**src/hw/rtl/lidar_frame_sync_crc8_core_macros.svh**
```systemverilog
// ----------------------------------------------------------------------------
// lidar_frame_sync_crc8_core_macros
// Assertion macros for the LiDAR frame deframer; empty bodies for synthesis.
// ----------------------------------------------------------------------------
`ifndef LIDAR_FRAME_SYNC_CRC8_CORE_MACROS_SVH
`define LIDAR_FRAME_SYNC_CRC8_CORE_MACROS_SVH

`ifndef SYNTHESIS
// Same-cycle implication
`define LFSC_ASSERT_IMPLY(label, clk, rst_n, ante, cons) \
    label: assert property (@(posedge clk) disable iff (!rst_n) (ante) |-> (cons)) \
        else $error("deframer assertion failed");
// Next-cycle implication
`define LFSC_ASSERT_NEXT(label, clk, rst_n, ante, cons) \
    label: assert property (@(posedge clk) disable iff (!rst_n) (ante) |=> (cons)) \
        else $error("deframer assertion failed");
`else
`define LFSC_ASSERT_IMPLY(label, clk, rst_n, ante, cons)
`define LFSC_ASSERT_NEXT(label, clk, rst_n, ante, cons)
`endif

`endif

```
**src/hw/rtl/lfsc_pkg.sv**
```systemverilog
// ----------------------------------------------------------------------------
// lfsc_pkg
// Shared constants and types of the LiDAR frame deframer.
// ----------------------------------------------------------------------------
package lfsc_pkg;

    localparam int POINTS_PER_FRAME = 12;
    localparam int FRAME_LEN        = 11 + 3 * POINTS_PER_FRAME;
    localparam int CNT_W            = $clog2(FRAME_LEN + 1);
    localparam int PT_W             = 4;
    localparam int QUEUE_DEPTH      = 2;
    localparam int CFG_DATA_W       = 32;
    localparam int CFG_ADDR_W       = 3;

    localparam logic [7:0] HEADER_RESET = 8'h54;
    localparam logic [7:0] CRC_POLY     = 8'h4D;

    // register indexes (paddr[2] selects)
    localparam logic [0:0] REG_HEADER_BYTE = 1'b0;

    typedef enum logic [1:0] {
        FS_IDLE,
        FS_CRC,
        FS_CHECK,
        FS_ENQ
    } t_front_state;

    typedef struct packed {
        logic [15:0] range_mm;
        logic [7:0]  inten;
    } t_point;

    typedef struct packed {
        logic [7:0]                        ver;
        logic [15:0]                       spd;
        logic [15:0]                       sa;
        logic [15:0]                       ea;
        logic [15:0]                       ts;
        t_point [POINTS_PER_FRAME-1:0]     points;
    } t_frame;

    typedef struct packed {
        logic full;
        logic empty;
    } t_queue_stat;

    typedef struct packed {
        logic [7:0]      ver;
        logic [15:0]     spd;
        logic [15:0]     sa;
        logic [15:0]     ea;
        logic [15:0]     ts;
        logic [PT_W-1:0] idx;
        logic [15:0]     range_mm;
        logic [7:0]      inten;
        logic            last;
    } t_result;

endpackage

```
**src/hw/rtl/lfsc_front.sv**
```systemverilog
// ----------------------------------------------------------------------------
// lfsc_front
// Byte window, header hunt and iterative CRC-8 check; queues accepted frames.
// ----------------------------------------------------------------------------
module lfsc_front import lfsc_pkg::*; (
    input  logic        i_clk,
    input  logic        i_rst_n,
    input  logic        i_push,
    input  logic [7:0]  i_data_byte,
    input  logic [7:0]  i_header,
    input  t_queue_stat i_q_stat,
    output logic        o_busy,
    output logic        o_q_push,
    output t_frame      o_frame
);

    function automatic logic [7:0] crc8_byte(input logic [7:0] crc, input logic [7:0] data);
        logic [7:0] c;
        c = crc ^ data;
        for (int b = 0; b < 8; b++) begin
            c = c[7] ? ((c << 1) ^ CRC_POLY) : (c << 1);
        end
        return c;
    endfunction

    t_front_state     r_state, n_state;
    logic [7:0]       r_win [FRAME_LEN];
    logic [7:0]       n_win [FRAME_LEN];
    logic [CNT_W-1:0] r_count, n_count;
    logic [CNT_W-1:0] r_step, n_step;
    logic [7:0]       r_crc, n_crc;

    always_ff @(posedge i_clk) begin
        if (!i_rst_n) begin
            r_state <= FS_IDLE;
            r_count <= '0;
        end else begin
            r_state <= n_state;
            r_count <= n_count;
        end
    end

    always_ff @(posedge i_clk) begin
        r_win  <= n_win;
        r_step <= n_step;
        r_crc  <= n_crc;
    end

    always_comb begin
        n_state  = r_state;
        n_win    = r_win;
        n_count  = r_count;
        n_step   = r_step;
        n_crc    = r_crc;
        o_q_push = 1'b0;
        case (r_state)
            FS_IDLE: begin
                if (i_push) begin
                    for (int i = 0; i < FRAME_LEN - 1; i++) begin
                        n_win[i] = r_win[i+1];
                    end
                    n_win[FRAME_LEN-1] = i_data_byte;
                    if (r_count < CNT_W'(FRAME_LEN)) begin
                        n_count = r_count + 1'b1;
                    end
                    if (n_count == CNT_W'(FRAME_LEN) && r_win[1] == i_header) begin
                        n_state = FS_CRC;
                        n_step  = '0;
                        n_crc   = '0;
                    end
                end
            end
            FS_CRC: begin
                // consume the oldest byte and rotate it to the back
                n_crc = crc8_byte(r_crc, r_win[0]);
                for (int i = 0; i < FRAME_LEN - 1; i++) begin
                    n_win[i] = r_win[i+1];
                end
                n_win[FRAME_LEN-1] = r_win[0];
                n_step = r_step + 1'b1;
                if (r_step == CNT_W'(FRAME_LEN - 2)) begin
                    n_state = FS_CHECK;
                end
            end
            FS_CHECK: begin
                // check byte sits at the front; one more rotation restores the window
                for (int i = 0; i < FRAME_LEN - 1; i++) begin
                    n_win[i] = r_win[i+1];
                end
                n_win[FRAME_LEN-1] = r_win[0];
                n_state = (r_crc == r_win[0]) ? FS_ENQ : FS_IDLE;
            end
            FS_ENQ: begin
                if (!i_q_stat.full) begin
                    o_q_push = 1'b1;
                    n_count  = '0;
                    n_state  = FS_IDLE;
                end
            end
            default: begin
                n_state = FS_IDLE;
            end
        endcase
    end

    always_comb begin
        o_frame.ver = r_win[1];
        o_frame.spd = {r_win[3], r_win[2]};
        o_frame.sa  = {r_win[5], r_win[4]};
        o_frame.ea  = {r_win[6 + 3 * POINTS_PER_FRAME + 1], r_win[6 + 3 * POINTS_PER_FRAME]};
        o_frame.ts  = {r_win[8 + 3 * POINTS_PER_FRAME + 1], r_win[8 + 3 * POINTS_PER_FRAME]};
        for (int k = 0; k < POINTS_PER_FRAME; k++) begin
            o_frame.points[k].range_mm = {r_win[6 + 3 * k + 1], r_win[6 + 3 * k]};
            o_frame.points[k].inten    = r_win[6 + 3 * k + 2];
        end
    end

    assign o_busy = (r_state != FS_IDLE);

endmodule

```
**src/hw/rtl/lfsc_frame_queue.sv**
```systemverilog
// ----------------------------------------------------------------------------
// lfsc_frame_queue
// Short FIFO of accepted frame records between the checker and the emitter.
// ----------------------------------------------------------------------------
module lfsc_frame_queue import lfsc_pkg::*; (
    input  logic        i_clk,
    input  logic        i_rst_n,
    input  logic        i_wr,
    input  t_frame      i_data,
    input  logic        i_rd,
    output t_frame      o_data,
    output t_queue_stat o_stat
);

    localparam int PTR_W  = (QUEUE_DEPTH > 1) ? $clog2(QUEUE_DEPTH) : 1;
    localparam int FILL_W = $clog2(QUEUE_DEPTH + 1);

    t_frame            r_mem [QUEUE_DEPTH];
    logic [PTR_W-1:0]  r_wr_ptr, n_wr_ptr;
    logic [PTR_W-1:0]  r_rd_ptr, n_rd_ptr;
    logic [FILL_W-1:0] r_fill, n_fill;
    logic              wr_en, rd_en;

    assign o_stat.full  = (r_fill == FILL_W'(QUEUE_DEPTH));
    assign o_stat.empty = (r_fill == '0);
    assign wr_en        = i_wr && !o_stat.full;
    assign rd_en        = i_rd && !o_stat.empty;
    assign o_data       = r_mem[r_rd_ptr];

    always_comb begin
        n_wr_ptr = r_wr_ptr;
        n_rd_ptr = r_rd_ptr;
        n_fill   = r_fill;
        if (wr_en) begin
            n_wr_ptr = (r_wr_ptr == PTR_W'(QUEUE_DEPTH - 1)) ? '0 : r_wr_ptr + 1'b1;
        end
        if (rd_en) begin
            n_rd_ptr = (r_rd_ptr == PTR_W'(QUEUE_DEPTH - 1)) ? '0 : r_rd_ptr + 1'b1;
        end
        if (wr_en && !rd_en) begin
            n_fill = r_fill + 1'b1;
        end else if (rd_en && !wr_en) begin
            n_fill = r_fill - 1'b1;
        end
    end

    always_ff @(posedge i_clk) begin
        if (!i_rst_n) begin
            r_wr_ptr <= '0;
            r_rd_ptr <= '0;
            r_fill   <= '0;
        end else begin
            r_wr_ptr <= n_wr_ptr;
            r_rd_ptr <= n_rd_ptr;
            r_fill   <= n_fill;
        end
    end

    always_ff @(posedge i_clk) begin
        if (wr_en) begin
            r_mem[r_wr_ptr] <= i_data;
        end
    end

endmodule

```
**src/hw/rtl/lfsc_back.sv**
```systemverilog
// ----------------------------------------------------------------------------
// lfsc_back
// Point emitter: unpacks one frame record into one result per point.
// ----------------------------------------------------------------------------
module lfsc_back import lfsc_pkg::*; (
    input  logic        i_clk,
    input  logic        i_rst_n,
    input  t_frame      i_q_data,
    input  t_queue_stat i_q_stat,
    output logic        o_q_pop,
    input  logic        i_pop,
    output logic        o_empty,
    output t_result     o_result
);

    logic            r_busy, n_busy;
    t_frame          r_frame, n_frame;
    logic [PT_W-1:0] r_pt, n_pt;
    logic            last;

    assign last = (r_pt == PT_W'(POINTS_PER_FRAME - 1));

    always_comb begin
        n_busy  = r_busy;
        n_frame = r_frame;
        n_pt    = r_pt;
        o_q_pop = 1'b0;
        if (r_busy && i_pop) begin
            if (last) begin
                n_busy = 1'b0;
            end else begin
                // advance: next point moves to the front slot
                for (int i = 0; i < POINTS_PER_FRAME - 1; i++) begin
                    n_frame.points[i] = r_frame.points[i+1];
                end
                n_pt = r_pt + 1'b1;
            end
        end
        if (!n_busy && !i_q_stat.empty) begin
            n_frame = i_q_data;
            n_pt    = '0;
            n_busy  = 1'b1;
            o_q_pop = 1'b1;
        end
    end

    always_ff @(posedge i_clk) begin
        if (!i_rst_n) begin
            r_busy <= 1'b0;
        end else begin
            r_busy <= n_busy;
        end
    end

    always_ff @(posedge i_clk) begin
        r_frame <= n_frame;
        r_pt    <= n_pt;
    end

    assign o_empty           = !r_busy;
    assign o_result.ver      = r_frame.ver;
    assign o_result.spd      = r_frame.spd;
    assign o_result.sa       = r_frame.sa;
    assign o_result.ea       = r_frame.ea;
    assign o_result.ts       = r_frame.ts;
    assign o_result.idx      = r_pt;
    assign o_result.range_mm = r_frame.points[0].range_mm;
    assign o_result.inten    = r_frame.points[0].inten;
    assign o_result.last     = last;

endmodule

```
**src/hw/rtl/lidar_frame_sync_crc8_core.sv**
```systemverilog
// ----------------------------------------------------------------------------
// lidar_frame_sync_crc8_core
// Header-hunting LiDAR frame deframer with CRC-8 check and point emitter.
// ----------------------------------------------------------------------------
// Bytes go in through push/full, one per transfer, into a 47-byte window. A
// byte that completes no candidate frame is taken without raising full. A
// byte that completes a full window starting with the header byte holds full
// high while the CRC-8 unit consumes one window byte per cycle, all but the
// check byte, and while the check byte is compared; an accepted frame then
// keeps full high until it enters a two-frame queue, which waits while that
// queue is full. The emitter pulls frames from the queue and presents 12 point
// results, one per cycle while pop is high, from its output register, so
// bytes keep flowing while results wait. The header byte register sits at
// APB address 0 and resets to 0x54.
`include "lidar_frame_sync_crc8_core_macros.svh"

module lidar_frame_sync_crc8_core import lfsc_pkg::*; (
    input  logic                  i_clk,
    input  logic                  i_rst_n,
    input  logic                  push,
    output logic                  full,
    input  logic [7:0]            i_data_byte,
    output logic                  empty,
    input  logic                  pop,
    output logic [7:0]            o_version_length,
    output logic [15:0]           o_rotation_speed,
    output logic [15:0]           o_sweep_from,
    output logic [15:0]           o_sweep_to,
    output logic [15:0]           o_time_stamp,
    output logic [PT_W-1:0]       o_point_index,
    output logic [15:0]           o_distance_mm,
    output logic [7:0]            o_intensity,
    output logic                  o_last_point,
    input  logic                  psel,
    input  logic                  penable,
    input  logic                  pwrite,
    input  logic [CFG_ADDR_W-1:0] paddr,
    input  logic [CFG_DATA_W-1:0] pwdata,
    output logic [CFG_DATA_W-1:0] prdata,
    output logic                  pready
);

    logic [7:0]  r_header;
    logic        cfg_wr;
    logic        in_xfer;
    logic        front_busy;
    logic        q_push;
    logic        q_pop;
    t_frame      front_frame;
    t_frame      q_frame;
    t_queue_stat q_stat;
    t_result     result;

    assign pready = 1'b1;
    assign cfg_wr = psel && penable && pwrite && pready;
    assign prdata = (paddr[2:2] == REG_HEADER_BYTE) ? {{(CFG_DATA_W - 8){1'b0}}, r_header}
                                                    : '0;

    always_ff @(posedge i_clk) begin
        if (!i_rst_n) begin
            r_header <= HEADER_RESET;
        end else if (cfg_wr && paddr[2:2] == REG_HEADER_BYTE) begin
            r_header <= pwdata[7:0];
        end
    end

    assign full    = front_busy;
    assign in_xfer = push && !full;

    lfsc_front u_front (
        .i_clk       (i_clk),
        .i_rst_n     (i_rst_n),
        .i_push      (in_xfer),
        .i_data_byte (i_data_byte),
        .i_header    (r_header),
        .i_q_stat    (q_stat),
        .o_busy      (front_busy),
        .o_q_push    (q_push),
        .o_frame     (front_frame)
    );

    lfsc_frame_queue u_queue (
        .i_clk   (i_clk),
        .i_rst_n (i_rst_n),
        .i_wr    (q_push),
        .i_data  (front_frame),
        .i_rd    (q_pop),
        .o_data  (q_frame),
        .o_stat  (q_stat)
    );

    lfsc_back u_back (
        .i_clk    (i_clk),
        .i_rst_n  (i_rst_n),
        .i_q_data (q_frame),
        .i_q_stat (q_stat),
        .o_q_pop  (q_pop),
        .i_pop    (pop),
        .o_empty  (empty),
        .o_result (result)
    );

    assign o_version_length = result.ver;
    assign o_rotation_speed = result.spd;
    assign o_sweep_from     = result.sa;
    assign o_sweep_to       = result.ea;
    assign o_time_stamp     = result.ts;
    assign o_point_index    = result.idx;
    assign o_distance_mm    = result.range_mm;
    assign o_intensity      = result.inten;
    assign o_last_point     = result.last;

    `LFSC_ASSERT_IMPLY(a_q_no_overflow, i_clk, i_rst_n, q_push, !q_stat.full)
    `LFSC_ASSERT_IMPLY(a_last_index, i_clk, i_rst_n, !empty && o_last_point, o_point_index == PT_W'(POINTS_PER_FRAME - 1))
    `LFSC_ASSERT_NEXT(a_frame_continues, i_clk, i_rst_n, pop && !empty && !o_last_point, !empty)
    `LFSC_ASSERT_NEXT(a_emitter_loads, i_clk, i_rst_n, empty && !q_stat.empty, !empty)

endmodule

```
**config.mk**
```make
export PLATFORM = sky130hd
export DESIGN_NAME = lidar_frame_sync_crc8_core
export DESIGN_NICKNAME = d
export VERILOG_FILES = /design/src/hw/rtl/lfsc_pkg.sv /design/src/hw/rtl/lfsc_front.sv /design/src/hw/rtl/lfsc_frame_queue.sv /design/src/hw/rtl/lfsc_back.sv /design/src/hw/rtl/lidar_frame_sync_crc8_core.sv
export VERILOG_INCLUDE_DIRS = /design/src /design/src/hw/rtl
export SDC_FILE = /design/constraint.sdc
export NUM_CORES = 1
export LEC_CHECK = 0
export BUFFER_PORTS_ARGS = -buffer_cell sky130_fd_sc_hd__buf_2
export CAP_MARGIN = 20
export CORE_AREA = 10 10 368 263
export CTS_CLUSTER_DIAMETER = 60
export DETAILED_ROUTE_END_ITERATION = 10
export DIE_AREA = 0 0 378 273
export PLACE_DENSITY_LB_ADDON = 0.2
export SLEW_MARGIN = 20
export SYNTH_ARGS = -nofsm -noshare
export SYNTH_HDL_FRONTEND = slang
export SYNTH_SLANG_ARGS = --single-unit
export TNS_END_PERCENT = 20
```
**constraint.sdc**
```tcl
create_clock -name i_clk -period 57.3 [get_ports i_clk]
set_input_delay 11.46 -clock i_clk [delete_from_list [all_inputs] [get_ports i_clk]]
set_output_delay 11.46 -clock i_clk [all_outputs]
set_load 0.05 [all_outputs]
```
Yosys cells after proc, flatten, opt, wreduce, memory -nomap -nowiden
Memories as Yosys holds them, arrays and structs flattened. A register that Yosys moved wholly into a read port is not among the register bits.
Index checks and enable logic that the tools add are counted.
{ "word_totals": {"in_bits": 50, "ramBits": 720, "word_cells": 199, "output_inout_bits": 136, "n_memories": 1, "ff_bits": 775} }
{ "classes": {"n_bitwise": 11, "n_reduce_logical": 33, "n_lt_le_gt_ge": 1, "muxes": 46, "eq_ne": 14, "n_addsub": 7} }
{ "mem_list": {"columns": ["name", "depth", "word_bits", "read_ports", "rd_clocked_by_memory_dff", "wr", "line_no", "source"], "rows": [
  ["u_queue.r_mem", 2, 360, 1, 1, 1, "lfsc_frame_queue.sv:18", "t_frame r_mem [QUEUE_DEPTH];"]
]} }
{ "ops": {"columns": ["cell", "count"], "rows": [
  ["$mux W264", 3],
  ["$pmux W376 S2", 1],
  ["$mux W376", 1],
  ["$mux W7", 8],
  ["$mux W6", 7],
  ["$not A4 Y4", 8],
  ["$mux W8", 3],
  ["$pmux W6 S2", 2],
  ["$eq A8 B8 Y1", 2],
  ["$pmux W8 S2", 1],
  ["$mux W2", 7],
  ["$add A6 B1 Y6 const B", 2],
  ["$eq A6 B6 Y1 const B", 2],
  ["$mux W1", 12],
  ["$reduce_bool A2 Y1", 6],
  ["$logic_and A1 B1 Y1", 11],
  ["$pmux W2 S4", 1],
  ["$xor A8 B8 Y8", 1],
  ["$logic_not A1 Y1", 7],
  ["$eq A2 B2 Y1 const B", 3],
  ["$lt A6 B6 Y1 const B", 1],
  ["$ne A2 B1 Y1 const B", 3],
  ["$reduce_and A2 Y1", 3],
  ["$reduce_and A3 Y1", 2],
  ["other kinds (11)", 15]
]} }

Logic depth before layout (Yosys ltp)
{ "logic_depth": {"word_depth": 18, "mapped_depth": 10, "mapped_depth_nobuf": 9} }

By module
A second synthesis with hierarchy kept.
{ "unflattened": {"cells_unflattened": 2913, "area_unflattened_um2": 57765.4} }
{ "modules_own_cells": {"columns": ["mod", "seq_area_each_um2", "cells_each", "instances", "area_per_inst_um2"], "rows": [
  ["lfsc_frame_queue", 21720.8, 1145, 1, 26321.5],
  ["lfsc_front", 11871.4, 912, 1, 15706.3],
  ["lfsc_back", 10910.5, 785, 1, 15125.8],
  ["lidar_frame_sync_crc8_core", 160.2, 71, 1, 611.8]
]} }

Worst setup path before layout
No wires, ideal clock.
{ "synth_timing": {"path_kind": "input-to-reg", "start": "in pop", "end": "reg u_back.r_frame (netlist bit u_back.o_result[10]) (enable)", "setup_time_ns": 1.254, "stages": 2, "n_path_buf": 0, "slack_ns": 26.122, "arrival_time_ns": 29.924, "required_ns": 56.046, "path_cell_list": "nand2_1 -> o21ai_0"} }
{ "synth_via": {"elab_chain_cells": 6, "word_cells_on_any_way": 7, "classes_between": "1 x eq/ne; 1 x mux; 5 x reduce/logical"} }
{ "synth_rtl": {"columns": ["item", "line_no", "source"], "rows": [
  ["from (decl)", "lidar_frame_sync_crc8_core.sv:24", "input logic pop,"],
  ["$logic_and A1 B1 Y1 (*)", "lfsc_back.sv:28", "if (r_busy && i_pop) begin"],
  ["$mux W1", "lfsc_back.sv:28", null],
  ["$logic_not A1 Y1", "lfsc_back.sv:39", "if (!n_busy && !i_q_stat.empty) begin"],
  ["$logic_and A1 B1 Y1", "lfsc_back.sv:39", null],
  ["$ne A2 B1 Y1 (no line) or $reduce_bool A2 Y1 (tied branches)", null, null],
  ["$reduce_and A2 Y1 (no line) (*)", null, null],
  ["to (signal assigned)", "lfsc_back.sv:56", "r_frame <= n_frame;"],
  ["to (decl)", "lfsc_back.sv:17", "t_frame r_frame, n_frame;"]
]} }
Mark *: on every way between the ends. The rest lies on a longest branch, timed or not.
A chain may end at the register's enable or synchronous reset.

Final worst setup path
{ "layout_timing": {"start": "in paddr[2]", "end": "out prdata[7]"} }
{ "layout_via": {"elab_chain_cells": 1} }
{ "layout_rtl": {"columns": ["item", "line_no", "source"], "rows": [
  ["from (decl)", "lidar_frame_sync_crc8_core.sv:37", "input logic [CFG_ADDR_W-1:0] paddr,"],
  ["$mux W8", "lidar_frame_sync_crc8_core.sv:56", "assign prdata = (paddr[2:2] == REG_HEADER_BYTE) ? {{(CFG_DATA_W - 8){1'b0}}, r_header}"],
  ["to (decl)", "lidar_frame_sync_crc8_core.sv:39", "output logic [CFG_DATA_W-1:0] prdata,"]
]} }
Every way passes these cells.

==> impl_metrics.env <==
export IMPL_outcome="complete, no violations"
export IMPL_critical_path_endpoint="prdata[7]"
export IMPL_std_cell_rows=92
export IMPL_timing_critical_path_mode_cell="sky130_fd_sc_hd__buf_2"
export IMPL_synth_cells=2819
export IMPL_setup_tns_ns=0
export IMPL_ant_nets=0
export IMPL_cts_made_buffers=134
export IMPL_mostFrequentLayoutCells="1470 x sky130_fd_sc_hd__edfxtp_1, 279 x sky130_fd_sc_hd__a21oi_1, 277 x sky130_fd_sc_hd__nor2_1"
export IMPL_r2r_start="u_back.r_pt[0]"
export IMPL_gp_congestion=0.7462
export IMPL_source_to_sink_clock_delay_at_the_later_pin_of_the_worst_skew_pair_ns=0.73
export IMPL_minimum_period_implied_by_the_final_worst_setup_slack_ns=23.51
export IMPL_slew_violations=0
export IMPL_cts_repair_resized=0
export IMPL_floorplan_io_pins=186
export IMPL_dieArea_mm2=0.1032
export IMPL_arrival_ns=12.05
export IMPL_first_pass_iters=5
export IMPL_die_y_um=273
export IMPL_routed_wire_length_per_instance_um=19.65
export IMPL_synth_enable_flop_cells=1470
export IMPL_crit_cells=3
export IMPL_clock_skew_final_ns=0.02004
export IMPL_post_synth_cell_area_avg_um2=18.97
export IMPL_cts_hold_buffers=0
export IMPL_cts_reportedPaths_clkPinSlew_ns=0.06
export IMPL_grt_pass1_wl_um=130600
export IMPL_largest_net_degree_at_the_start_of_global_routing=193
export IMPL_critPathTopFamily="buffers and inverters"
export IMPL_vdd_drop_max_v=0.00004862
export IMPL_finalCritPeriodShare_pct=41.03
export IMPL_track_usage_pct=15.89
export IMPL_critical_path_max_fanout=10
export IMPL_synth_yosys_seq_area_share_pct=83.52
export IMPL_tightest_slew_ns=1.129
export IMPL_synth_area_leaders="sky130_fd_sc_hd__edfxtp_1 83%, sky130_fd_sc_hd__mux2i_1 5.0%, sky130_fd_sc_hd__a21oi_1 2.6%"
export IMPL_dr_first_iter_drc_count=1580
export IMPL_final_util_pct=65.66
export IMPL_grt_antenna_before_repair=0
export IMPL_netlist_cell_type_count=44
export IMPL_p_leak_nw=19.13
export IMPL_syn_cell_area_mm2=0.05348
export IMPL_htree_num_levels=4
export IMPL_hold_path_class="flip-flop to flip-flop"
export IMPL_capture_instance_of_the_worst_register_to_register_path="u_back.r_frame[53]"
export IMPL_chipWidth_um=378
export IMPL_maximum_clock_frequency_mhz=42.54
export IMPL_synth_async_sr_flop_share_pct=0
export IMPL_setup_worst_path_end_class="output pin"
export IMPL_timing_reg2reg_setup_slack_ns=53.16
export IMPL_tritoncts="built"
export IMPL_layout_filler_cells=5901
export IMPL_cp_data_required_time_ns=45.84
export IMPL_power_density_mw_per_mm2=51.15
export IMPL_gr_total_overflow=0
export IMPL_finalSetupViolCount=0
export IMPL_finalHoldViolCount=0
export IMPL_critical_path_startpoint_type="primary input"
export IMPL_synth_top_area_share_pct=82.54
export IMPL_via_count=22770
export IMPL_floorplan_initialDensity_pct=59.71
export IMPL_clock_path_buffers=3
export IMPL_drv_cap=0
export IMPL_fin_total_pwr_mw=3.008
export IMPL_critical_path_cell_chain="buf_2 > nor2b_1 > buf_2"
export IMPL_combined_area_of_the_multi_input_logic_cells_mm2=0.007546
export IMPL_port_buffer_count=134
export IMPL_clock_sink_count=1496
export IMPL_clk_root_buffer_cell="sky130_fd_sc_hd__clkbuf_16"
export IMPL_first_global_vias=23620
export IMPL_regArea_mm2=0.04467
export IMPL_slew_headroom_pct=24.71
export IMPL_final_common_cell="sky130_fd_sc_hd__edfxtp_1"
export IMPL_setup_buffers_after_cts=0
export IMPL_final_layout_size_suffix_gt1_share_pct=14.87
export IMPL_via_per_inst=5.436
export IMPL_synth_largest_area_cell="sky130_fd_sc_hd__edfxtp_1"
export IMPL_setup_worst_path_class="primary input to output pin"
export IMPL_place_detailed_hpwl_um=41640
export IMPL_ys_flop_type="sky130_fd_sc_hd__edfxtp_1"
export IMPL_worstPathBufferInverterCount=2
export IMPL_unrepaired_setup_endpoints_after_global_routing="false"
export IMPL_drcViolationCount=0
export IMPL_layout_nets=2972
export IMPL_ys_warn_count=0
export IMPL_floorplan_core_area_mm2=0.08956
export IMPL_setup_worst_path_start="paddr[2]"
export IMPL_crit_slowest_cell="sky130_fd_sc_hd__buf_2"
export IMPL_routed_wirelength_um=82310
export IMPL_critical_path_max_stage_delay_ns=0.29
export IMPL_timing_reg2reg_worst_path_depth=10
export IMPL_syn_to_final_growth_pct=9.965
export IMPL_synth_seq_cells=1496
worst min-delay path by stage:
stage                          start              endpoint  slack [ns]  cells past startpoint
finish              u_front.r_win[2]  u_front.o_frame[298]        0.42                      0
global placement    u_front.r_win[1]  u_front.o_frame[297]        0.41                      0
CTS                 u_front.r_win[2]  u_front.o_frame[298]        0.42                      0
global route        u_front.r_win[2]  u_front.o_frame[298]        0.43                      0
floorplan           u_front.r_win[0]  u_front.o_frame[296]        0.40                      0
detailed placement  u_front.r_win[2]  u_front.o_frame[298]        0.41                      0
flip-flops by register name, summed over array words and instances (netlist names), 2 cells and up, named ones only:
| name | count |
|---|---|
| u_queue.r_mem | 720 |
| u_front.o_frame | 360 |
| u_back.r_frame | 264 |
| u_back.o_result | 96 |
| u_front.r_win | 16 |
| r_header | 8 |
| u_front.r_crc | 8 |
| u_front.r_count | 6 |
| u_front.r_step | 6 |
| u_back.r_pt | 4 |
| u_front.r_state | 2 |
| u_queue.r_fill | 2 |
cells in the mapped netlist, types with 3 or more instances:
| master | instances |
|---|---|
| sky130_fd_sc_hd__buf_2 | 63 |
| sky130_fd_sc_hd__o21ai_0 | 7 |
| sky130_fd_sc_hd__xor2_1 | 20 |
| sky130_fd_sc_hd__edfxtp_1 | 1470 |
| sky130_fd_sc_hd__a21oi_1 | 280 |
| sky130_fd_sc_hd__nand3_1 | 10 |
| sky130_fd_sc_hd__and2_1 | 12 |
| sky130_fd_sc_hd__clkbuf_1 | 37 |
| sky130_fd_sc_hd__buf_4 | 122 |
| sky130_fd_sc_hd__inv_1 | 9 |
| sky130_fd_sc_hd__nor2_1 | 278 |
| sky130_fd_sc_hd__nand2_1 | 29 |
| sky130_fd_sc_hd__nor2b_1 | 12 |
| sky130_fd_sc_hd__xnor2_1 | 26 |
| sky130_fd_sc_hd__dfxtp_1 | 26 |
| sky130_fd_sc_hd__ha_1 | 9 |
| sky130_fd_sc_hd__buf_1 | 3 |
| sky130_fd_sc_hd__or3_1 | 3 |
| sky130_fd_sc_hd__mux2i_1 | 266 |
| sky130_fd_sc_hd__mux2_2 | 105 |
| sky130_fd_sc_hd__nand4_1 | 4 |
through the flow:
stage          setup WS (ns)  hold slack [ns]  instances  area [µm²]
4_1_cts                33.82           0.4207       4186       58780
3_5_place_dp           33.83           0.4062       3951       54650
5_1_grt                33.78           0.4255       4187       58800
6_report               33.79           0.4196       4188       58810
3_3_place_gp           33.83           0.4067       3951       54640
2_1_floorplan          26.12           0.4003       2842       53560
routing by layer:
metal | vias up | track usage [%] | wire (µm)
met4 | 0 | 5.607 | 1724
met3 | 121 | 2.867 | 3157
met2 | 382 | 25.15 | 39430
li1 | 10790 | - | -
met5 | - | 0 | 0
met1 | 11470 | 22.34 | 37990
layout make-up:
class                   instances  area share [%]
diodes                          1        0.004255
clock buffers                 170           6.166
clock inverters                65          0.8447
inverters                      10         0.06383
multi-input cells            1111           12.83
flip-flops and latches       1496           75.96
well taps                    1175           2.500
repair buffers                160           1.634
power breakdown:
| group | total, mW | switching, mW | internal, mW |
|---|---|---|---|
| sequential | 1.58 | 0.0762 | 1.51 |
| combinational | 0.582 | 0.431 | 0.151 |
| clock | 0.842 | 0.367 | 0.475 |
| total | 3.01 | 0.874 | 2.13 |
logic make-up after synthesis:
| family | Yosys count | share of synthesized area, % |
|---|---|---|
| and+or+nand+nor | 362 | 2.798 |
| muxes | 371 | 7.190 |
| xor gates and xnor gates | 46 | 0.7534 |
| other | 2 | 0.01404 |
| buffers and inverters | 235 | 2.653 |
| adders and majority gates | 9 | 0.2106 |
| DFF | 1496 | 83.52 |
| AOI/OAI and AO/OA | 298 | 2.864 |
Note: power is estimated with default switching activity, not from simulation.
